File: src/masked_bit_plane_transposer_macros.svh
// Assertion macros for the masked bit-plane transposer.
// No dependencies; included by mbpt_merge, the module that carries assertions.
`ifndef MASKED_BIT_PLANE_TRANSPOSER_MACROS_SVH
`define MASKED_BIT_PLANE_TRANSPOSER_MACROS_SVH
`ifndef ASSERT_OFF
`define MBPT_ASSERT(lbl, clk, rst_n, prop) \
	lbl: assert property (@(posedge clk) disable iff (!rst_n) prop) \
		else $error("mbpt assertion failed");
`define MBPT_NEVER(lbl, clk, rst_n, expr) \
	lbl: assert property (@(posedge clk) disable iff (!rst_n) !(expr)) \
		else $error("mbpt forbidden condition");
`else
`define MBPT_ASSERT(lbl, clk, rst_n, prop)
`define MBPT_NEVER(lbl, clk, rst_n, expr)
`endif
`endif

File: src/mbpt_pkg.sv
// Shared types and constants of the masked bit-plane transposer.
// No dependencies; used by every module of the block.
`default_nettype none
package mbpt_pkg;

	localparam int unsigned SamplesDef    = 1924;
	localparam int unsigned SampleBitsDef = 16;
	localparam int unsigned LanesDef      = 32;
	localparam int unsigned SampleW       = 16;
	localparam int unsigned RankW         = 5;
	localparam int unsigned IdxW          = 11;
	localparam int unsigned StepW         = 4;

	typedef enum logic [1:0] {
		OP_HEADER  = 2'd0,
		OP_DATA    = 2'd1,
		OP_TRAILER = 2'd2
	} op_t;

	typedef enum logic {
		KIND_SAMPLE  = 1'b0,
		KIND_TRAILER = 1'b1
	} kind_t;

	typedef struct packed {
		logic [1:0]  op;
		logic [31:0] word;
	} in_t;

	typedef struct packed {
		logic        kind;
		logic [4:0]  chip_rank;
		logic [10:0] sample_index;
		logic [15:0] sample;
		logic [23:0] trigger_id;
		logic [7:0]  module_id;
		logic [63:0] timestamp;
		logic        last;
	} out_t;

	// per-beat control common to all lanes
	typedef struct packed {
		logic             clr;
		logic             shift;
		logic             grp_end;
		logic [StepW-1:0] pos;
	} lane_ctl_t;

	typedef struct packed {
		logic [23:0] trigger_id;
		logic [7:0]  module_id;
		logic [63:0] timestamp;
	} trailer_t;

endpackage
`default_nettype wire

File: src/mbpt_lane.sv
// One bit lane: accumulates a sample bit per data beat and hands the
// finished sample to a snapshot register. Depends on mbpt_pkg.
`default_nettype none
module mbpt_lane (
	input  wire logic                                clk,
	input  wire logic                                arst_n,
	input  wire mbpt_pkg::lane_ctl_t                 ctl,
	input  wire logic                                bit_in,
	output logic        [mbpt_pkg::SampleW-1:0]      snap
);

	logic [mbpt_pkg::SampleW-1:0] acc_q;
	logic [mbpt_pkg::SampleW-1:0] acc_nxt;
	logic [mbpt_pkg::SampleW-1:0] snap_q;

	assign acc_nxt = acc_q | (mbpt_pkg::SampleW'(bit_in) << ctl.pos);

	always_ff @(posedge clk or negedge arst_n) begin
		if (!arst_n) begin
			acc_q <= '0;
		end else if (ctl.clr) begin
			acc_q <= '0;
		end else if (ctl.shift) begin
			acc_q <= ctl.grp_end ? '0 : acc_nxt;
		end
	end

	always_ff @(posedge clk) begin
		if (ctl.shift && ctl.grp_end) begin
			snap_q <= acc_nxt;
		end
	end

	assign snap = snap_q;

endmodule
`default_nettype wire

File: src/mbpt_merge.sv
// Merging stage: walks the snapshot of the enabled lanes in rank order,
// slots in the trailer result and holds the output register. Depends on mbpt_pkg.
`default_nettype none
`include "masked_bit_plane_transposer_macros.svh"
module mbpt_merge #(
	parameter int unsigned LANES = mbpt_pkg::LanesDef
) (
	input  wire logic                                   clk,
	input  wire logic                                   arst_n,
	input  wire logic                                   load,
	input  wire logic     [LANES-1:0]                   load_mask,
	input  wire logic     [mbpt_pkg::IdxW-1:0]          load_idx,
	input  wire logic     [LANES-1:0][mbpt_pkg::SampleW-1:0] snap,
	input  wire logic                                   trl_push,
	input  wire mbpt_pkg::trailer_t                     trl_in,
	output logic                                        busy,
	output logic                                        out_valid,
	input  wire logic                                   out_ready,
	output mbpt_pkg::out_t                              out_data
);

	localparam int unsigned LaneIdxW = (LANES > 1) ? $clog2(LANES) : 1;

	logic [LANES-1:0]             rem_q;
	logic [mbpt_pkg::RankW-1:0]   rank_q;
	logic [mbpt_pkg::IdxW-1:0]    sidx_q;
	logic                         trl_pend_q;
	mbpt_pkg::trailer_t           trl_q;
	logic                         out_valid_q;
	mbpt_pkg::out_t               out_q;

	logic                         adv;
	logic                         drain;
	logic [LANES-1:0]             rem_clr;
	logic [LaneIdxW-1:0]          sel;
	logic                         last_w;
	mbpt_pkg::out_t               nxt;

	assign adv     = !out_valid_q || out_ready;
	assign drain   = |rem_q;
	assign rem_clr = rem_q & (rem_q - LANES'(1));
	assign last_w  = !(|rem_clr);
	assign busy    = drain || trl_pend_q;

	// lowest remaining lane
	always_comb begin
		sel = '0;
		for (int i = LANES - 1; i >= 0; i--) begin
			if (rem_q[i]) begin
				sel = LaneIdxW'(i);
			end
		end
	end

	always_comb begin
		nxt = '0;
		if (drain) begin
			nxt.kind         = mbpt_pkg::KIND_SAMPLE;
			nxt.chip_rank    = rank_q;
			nxt.sample_index = sidx_q;
			nxt.sample       = snap[sel];
			nxt.last         = last_w;
		end else begin
			nxt.kind       = mbpt_pkg::KIND_TRAILER;
			nxt.trigger_id = trl_q.trigger_id;
			nxt.module_id  = trl_q.module_id;
			nxt.timestamp  = trl_q.timestamp;
			nxt.last       = 1'b1;
		end
	end

	always_ff @(posedge clk or negedge arst_n) begin
		if (!arst_n) begin
			rem_q       <= '0;
			rank_q      <= '0;
			trl_pend_q  <= 1'b0;
			out_valid_q <= 1'b0;
		end else begin
			if (load) begin
				rem_q  <= load_mask;
				rank_q <= '0;
			end else if (adv && drain) begin
				rem_q  <= rem_clr;
				rank_q <= rank_q + mbpt_pkg::RankW'(1);
			end
			if (trl_push) begin
				trl_pend_q <= 1'b1;
			end else if (adv && !drain) begin
				trl_pend_q <= 1'b0;
			end
			if (adv) begin
				out_valid_q <= busy;
			end
		end
	end

	always_ff @(posedge clk) begin
		if (load) begin
			sidx_q <= load_idx;
		end
		if (trl_push) begin
			trl_q <= trl_in;
		end
		if (adv && busy) begin
			out_q <= nxt;
		end
	end

	assign out_valid = out_valid_q;
	assign out_data  = out_q;

	`MBPT_NEVER(a_load_while_busy, clk, arst_n, (load || trl_push) && busy)
	`MBPT_NEVER(a_two_sources, clk, arst_n, trl_pend_q && drain)
	`MBPT_ASSERT(a_drain_ends, clk, arst_n, (adv && drain && last_w && !load) |=> (rem_q == '0))

endmodule
`default_nettype wire

File: src/masked_bit_plane_transposer.sv
// Masked bit-plane transposer: header, data and trailer control with one
// lane per mask bit and a rank-order merging stage. Depends on mbpt_pkg,
// mbpt_lane and mbpt_merge.
// A group's last data beat loads the lane snapshots and merge state, then its
// first sample the output register; a trailer result the trailer and output
// registers. One input beat per cycle, and one result per cycle while out_ready
// is high; a group-ending beat or third trailer word waits while results drain.
// Reset clears all control state and lane accumulators at once.
`default_nettype none
module masked_bit_plane_transposer #(
	parameter int unsigned SAMPLES     = mbpt_pkg::SamplesDef,
	parameter int unsigned SAMPLE_BITS = mbpt_pkg::SampleBitsDef,
	parameter int unsigned LANES       = mbpt_pkg::LanesDef
) (
	input  wire logic           clk,
	input  wire logic           arst_n,
	input  wire logic           in_valid,
	output logic                in_ready,
	input  wire mbpt_pkg::in_t  in_data,
	output logic                out_valid,
	input  wire logic           out_ready,
	output mbpt_pkg::out_t      out_data
);

	localparam logic [mbpt_pkg::StepW-1:0] TopBit  = mbpt_pkg::StepW'(SAMPLE_BITS - 1);
	localparam logic [11:0]                LastIdx = 12'(SAMPLES - 1);

	logic [LANES-1:0]                  mask_q;
	logic [mbpt_pkg::StepW-1:0]        step_q;
	logic [mbpt_pkg::IdxW-1:0]         cnt_q;
	logic                              done_q;
	logic [1:0]                        tstep_q;
	logic [31:0]                       tid_q;
	logic [31:0]                       tslo_q;

	logic                              acc;
	logic                              is_hdr;
	logic                              data_live;
	logic                              grp_end;
	logic                              trl_last;
	logic                              busy;
	mbpt_pkg::lane_ctl_t               ctl;
	mbpt_pkg::trailer_t                trl;
	logic [LANES-1:0][mbpt_pkg::SampleW-1:0] snap;

	assign is_hdr    = in_data.op == mbpt_pkg::OP_HEADER;
	assign data_live = (in_data.op == mbpt_pkg::OP_DATA) && !done_q;
	assign grp_end   = data_live && (step_q == TopBit);
	assign trl_last  = (in_data.op == mbpt_pkg::OP_TRAILER) && (tstep_q == 2'd2);
	assign in_ready  = !(busy && (grp_end || trl_last));
	assign acc       = in_valid && in_ready;

	assign ctl.clr     = acc && is_hdr;
	assign ctl.shift   = acc && data_live;
	assign ctl.grp_end = grp_end;
	assign ctl.pos     = TopBit - step_q;

	assign trl.trigger_id = tid_q[31:8];
	assign trl.module_id  = tid_q[7:0];
	assign trl.timestamp  = {in_data.word, tslo_q};

	always_ff @(posedge clk or negedge arst_n) begin
		if (!arst_n) begin
			mask_q  <= '0;
			step_q  <= '0;
			cnt_q   <= '0;
			done_q  <= 1'b0;
			tstep_q <= '0;
			tid_q   <= '0;
			tslo_q  <= '0;
		end else if (acc) begin
			case (in_data.op)
				mbpt_pkg::OP_HEADER: begin
					mask_q  <= in_data.word[LANES-1:0];
					step_q  <= '0;
					cnt_q   <= '0;
					done_q  <= 1'b0;
					tstep_q <= '0;
				end
				mbpt_pkg::OP_DATA: begin
					if (grp_end) begin
						step_q <= '0;
						// stop at the sample limit or when the index would wrap
						if ({1'b0, cnt_q} == LastIdx || cnt_q == '1) begin
							done_q <= 1'b1;
						end else begin
							cnt_q <= cnt_q + mbpt_pkg::IdxW'(1);
						end
					end else if (data_live) begin
						step_q <= step_q + mbpt_pkg::StepW'(1);
					end
				end
				mbpt_pkg::OP_TRAILER: begin
					case (tstep_q)
						2'd0: begin
							tid_q   <= in_data.word;
							tstep_q <= 2'd1;
						end
						2'd1: begin
							tslo_q  <= in_data.word;
							tstep_q <= 2'd2;
						end
						default: begin
							tstep_q <= '0;
						end
					endcase
				end
				default: begin
				end
			endcase
		end
	end

	for (genvar l = 0; l < LANES; l++) begin : g_lane
		mbpt_lane u_lane (
			.clk    (clk),
			.arst_n (arst_n),
			.ctl    (ctl),
			.bit_in (in_data.word[l]),
			.snap   (snap[l])
		);
	end

	mbpt_merge #(
		.LANES (LANES)
	) u_merge (
		.clk       (clk),
		.arst_n    (arst_n),
		.load      (acc && grp_end),
		.load_mask (mask_q),
		.load_idx  (cnt_q),
		.snap      (snap),
		.trl_push  (acc && trl_last),
		.trl_in    (trl),
		.busy      (busy),
		.out_valid (out_valid),
		.out_ready (out_ready),
		.out_data  (out_data)
	);

endmodule
`default_nettype wire
File: config.mk
export PLATFORM = sky130hd
export DESIGN_NAME = masked_bit_plane_transposer
export DESIGN_NICKNAME = d
export VERILOG_FILES = /design/src/mbpt_pkg.sv /design/src/mbpt_lane.sv /design/src/mbpt_merge.sv /design/src/masked_bit_plane_transposer.sv
export VERILOG_INCLUDE_DIRS = /design/src /design/src/src
export SDC_FILE = /design/constraint.sdc
export NUM_CORES = 2
export LEC_CHECK = 0
export BUFFER_PORTS_ARGS = -buffer_cell sky130_fd_sc_hd__buf_2
export CAP_MARGIN = 20
export CORE_ASPECT_RATIO = 0.8
export CORE_MARGIN = 4
export CORE_UTILIZATION = 45
export CTS_BUF_LIST = sky130_fd_sc_hd__clkbuf_16
export CTS_CLUSTER_SIZE = 24
export DETAILED_ROUTE_END_ITERATION = 8
export GPL_ROUTABILITY_DRIVEN = 0
export PLACE_DENSITY_LB_ADDON = 0.25
export SYNTH_ARGS = -nofsm -noshare
export SYNTH_HDL_FRONTEND = slang
export SYNTH_SLANG_ARGS = --single-unit
File: constraint.sdc
create_clock -name clk -period 20.3 [get_ports clk]
set_clock_uncertainty 0.1 [all_clocks]
set_input_delay 2.03 -clock clk [delete_from_list [all_inputs] [get_ports clk]]
set_output_delay 2.03 -clock clk [all_outputs]
set_load 0.02 [all_outputs]
==> qor.yml <==
worst_hold_path:
  worst_hold_path_type: "register to register"
placement:
  dpl.hpwl_mm: 85.3
  dp_slack_ps: 12990
  port_buffers: 169
  place_area_um2: 60600
  post-place-cells: 6158
power:
  power.density_nw_per_um2: 91.8
  power_mw: 5.98
  switching_share: 0.222
  internal_power_mw: 4.65
  netSwitchingPower_mw: 1.33
  p_comb_frac: 0.043
  p_clk_frac: 0.432
  power_leakage_nw: 29.2
  ir_worst_vdd_mv: 0.0856
  seqPwrFrac: 0.525
synth:
  syn_avg_cell_area_um2: 12.8
  synth-edff-count: 749
  ys_ff_latch: 1414
  synth_cell_type_count: 73
  yosysTopAreaCellShare: 0.386
  yosys-top-cells-area: "edfxtp_1, dfrtp_1, a21o_1, a21boi_0, nand2_1"
  seq_area_frac_synth: 0.672
  synth_common_cells: "nand2_1, edfxtp_1, dfrtp_1, a21o_1, a21boi_0"
  synth_area_leader_cell: "edfxtp_1"
  synth.most_common_cell: "nand2_1"
  yosys_warnings: 0
  synthCells: 4556
  syn-cell-area_um2: 58200
  syn_nets: 4597
  synthArstFlopShare: 0.470
  synth-main-ff-cell: "edfxtp_1"
sta:
  setup_ws_ps: 13720
  finalCritPeriodShare: 0.324
  tns_ps: 0
  grt_setup_unrepaired: "false"
  slew_violations: 0
  worst_pin_slew_ps: 1180
  hold_viol: 0
  maxSlewHeadroom: 0.213
  min_period_ps: 6580
  max_freq_mhz: 152
  finalSetupViolCount: 0
global_route:
  grt_use_total: 0.218
  grt-ovfl-total: 0
  antenna_found_initial: 14
  grt_pass1_wl_mm: 226
  grt_max_degree: 213
  grt_pass1_vias: 36085
floorplan:
  dieWidth_um: 410
  fp-row-count: 117
  fp.coreArea_um2: 128000
  die_area_um2: 135000
  die_y_um: 330
  initial_core_util: 0.456
  num_io_pins: 170
clock_tree:
  h-tree-depth: 4
  cts_buffer_depth: 3
  cts_setup_buffers: 0
  clkTransAtPathRegs_ps: 60
  holdBufCountCts: 0
  root_buffer: "clkbuf_16"
  cts_tree: "yes"
  clock_sinks: 1414
  clkLatencyLatePin_ps: 770
  cts_resized: 0
  numCtsBuffers: 143
drt:
  drc: 0
  via_count: 36665
  wl_per_cell_um: 23.0
  viasPerCell: 5.71
  detail_route.first_pass.iterations: 5
  antenna_left: 0
  drt-initial-drc-count: 3494
  wl_mm: 148
worst_setup_path:
  critPathCaptureType: "register"
  r2r_setup_slack_ps: 14240
  cp.required_ps: 20560
  critPathLaunchType: "input port"
  worst-path-max-fanout: 74
  worstSetupPathType: "input port to register"
  arrival_ps: 6840
run:
  max_cap_violations: 0
outcome:
  status: "complete, no violations"
layout:
  instances_no_fill: 6423
  syn_to_final_growth_pct: 11.9
  design_area_um2: 65200
  drive_above_1_share: 0.121
  fin_nets: 4619
## stage by stage
stage	utilization	hold WS [ps]
floorplan	-	319
global placement	0.474	325
detailed placement	0.474	329
CTS	0.510	343
global route	0.510	353
finish	0.510	342
## area by class of cell
class	count	area, um2
Clock buffer	150	3750
Multi-Input combinational cell	2768	17700
Inverter	8	31.3
Timing Repair Buffer	243	1510
Antenna cell	1	2.50
Clock inverter	114	852
Sequential cell	1414	39100
Fill cell	10914	62600
Tap cell	1725	2160
## cells by family after synthesis
family / after synthesis / synth area share
AOI/OAI and AO/OA: 1404 / 0.178
xor gates and xnor gates: 10 / 0.00150
adders and majority gates: 5 / 0.000989
buffers and inverters: 374 / 0.0261
DFF: 1414 / 0.672
muxes: 153 / 0.0289
and+or+nand+nor: 1196 / 0.0923
## flip-flops by register name (all words and copies together) (netlist names), 2 cells and up
name                 flops
cnt_q                   11
g_lane.u_lane.acc_q    512
g_lane.u_lane.snap     512
mask_q                  32
step_q                   4
tid_q                   32
tslo_q                  32
tstep_q                  2
u_merge.out_data       130
u_merge.rank_q           5
u_merge.rem_q           32
u_merge.sidx_q          11
u_merge.trl_q           96
## per-layer routing
| metal | up-vias | global-route usage | wire length (um) |
|---|---|---|---|
| li1 | 16608 | - | - |
| met1 | 18648 | 0.318 | 67000 |
| met2 | 1196 | 0.328 | 65700 |
| met3 | 213 | 0.0477 | 11300 |
| met4 | 0 | 0.0649 | 3820 |
| met5 | - | 0 | 0 |
## critical path: stages
cell      delay, ps
buf_2           160
nand3b_1        220
nor3_1          640
and3_4          950
buf_4           850
buf_4           900
buf_4           890
## placed cells by master, fill, tap and decap left out, drive strengths merged, types with 15 or more instances in the layout
cell	synthesis	routed
a211oi	18	18
a21boi	487	487
a21o	512	512
a21oi	48	48
a221o	15	15
a221oi	17	17
a22o	48	48
a31oi	82	82
and2	129	129
buf	68	243
clkbuf	298	150
clkinv	0	63
dfrtp	665	665
edfxtp	749	749
inv	8	45
mux2	99	99
mux2i	52	52
nand2	757	757
nand3	96	96
nand4	38	38
nor2	75	75
nor2b	36	36
o211a	17	17
o211ai	45	45
o21ai	75	75
## power groups by stage
stage	Sequential [mW]	Combinational [mW]	Clock, mW
floorplan	3.19	0.151	0
global placement	3.20	0.253	0
detailed placement	3.20	0.258	0
CTS	3.14	0.259	2.65
global route	3.15	0.280	2.77
finish	3.14	0.256	2.59
## final timing paths
kind / startpoint / endpoint / depth (start not counted)
min in group asynchronous: arst_n / g_lane[6].u_lane.acc_q[9]$_DFFE_PN0P_ / 1
setup / recovery: in_data[33] / g_lane[4].u_lane.snap[3]$_DFFE_PP_ / 7
setup reg to reg: u_merge.rem_q[6]$_DFFE_PN0P_ / g_lane[4].u_lane.snap[3]$_DFFE_PP_ / 7
max in group asynchronous: arst_n / tslo_q[18]$_DFFE_PN0P_ / 4
hold / removal: tslo_q[1]$_DFFE_PN0P_ / u_merge.trl_q[1]$_DFFE_PP_ / 0
hold reg to reg: tslo_q[1]$_DFFE_PN0P_ / u_merge.trl_q[1]$_DFFE_PP_ / 0
Note: power is estimated with default switching activity, not from simulation.
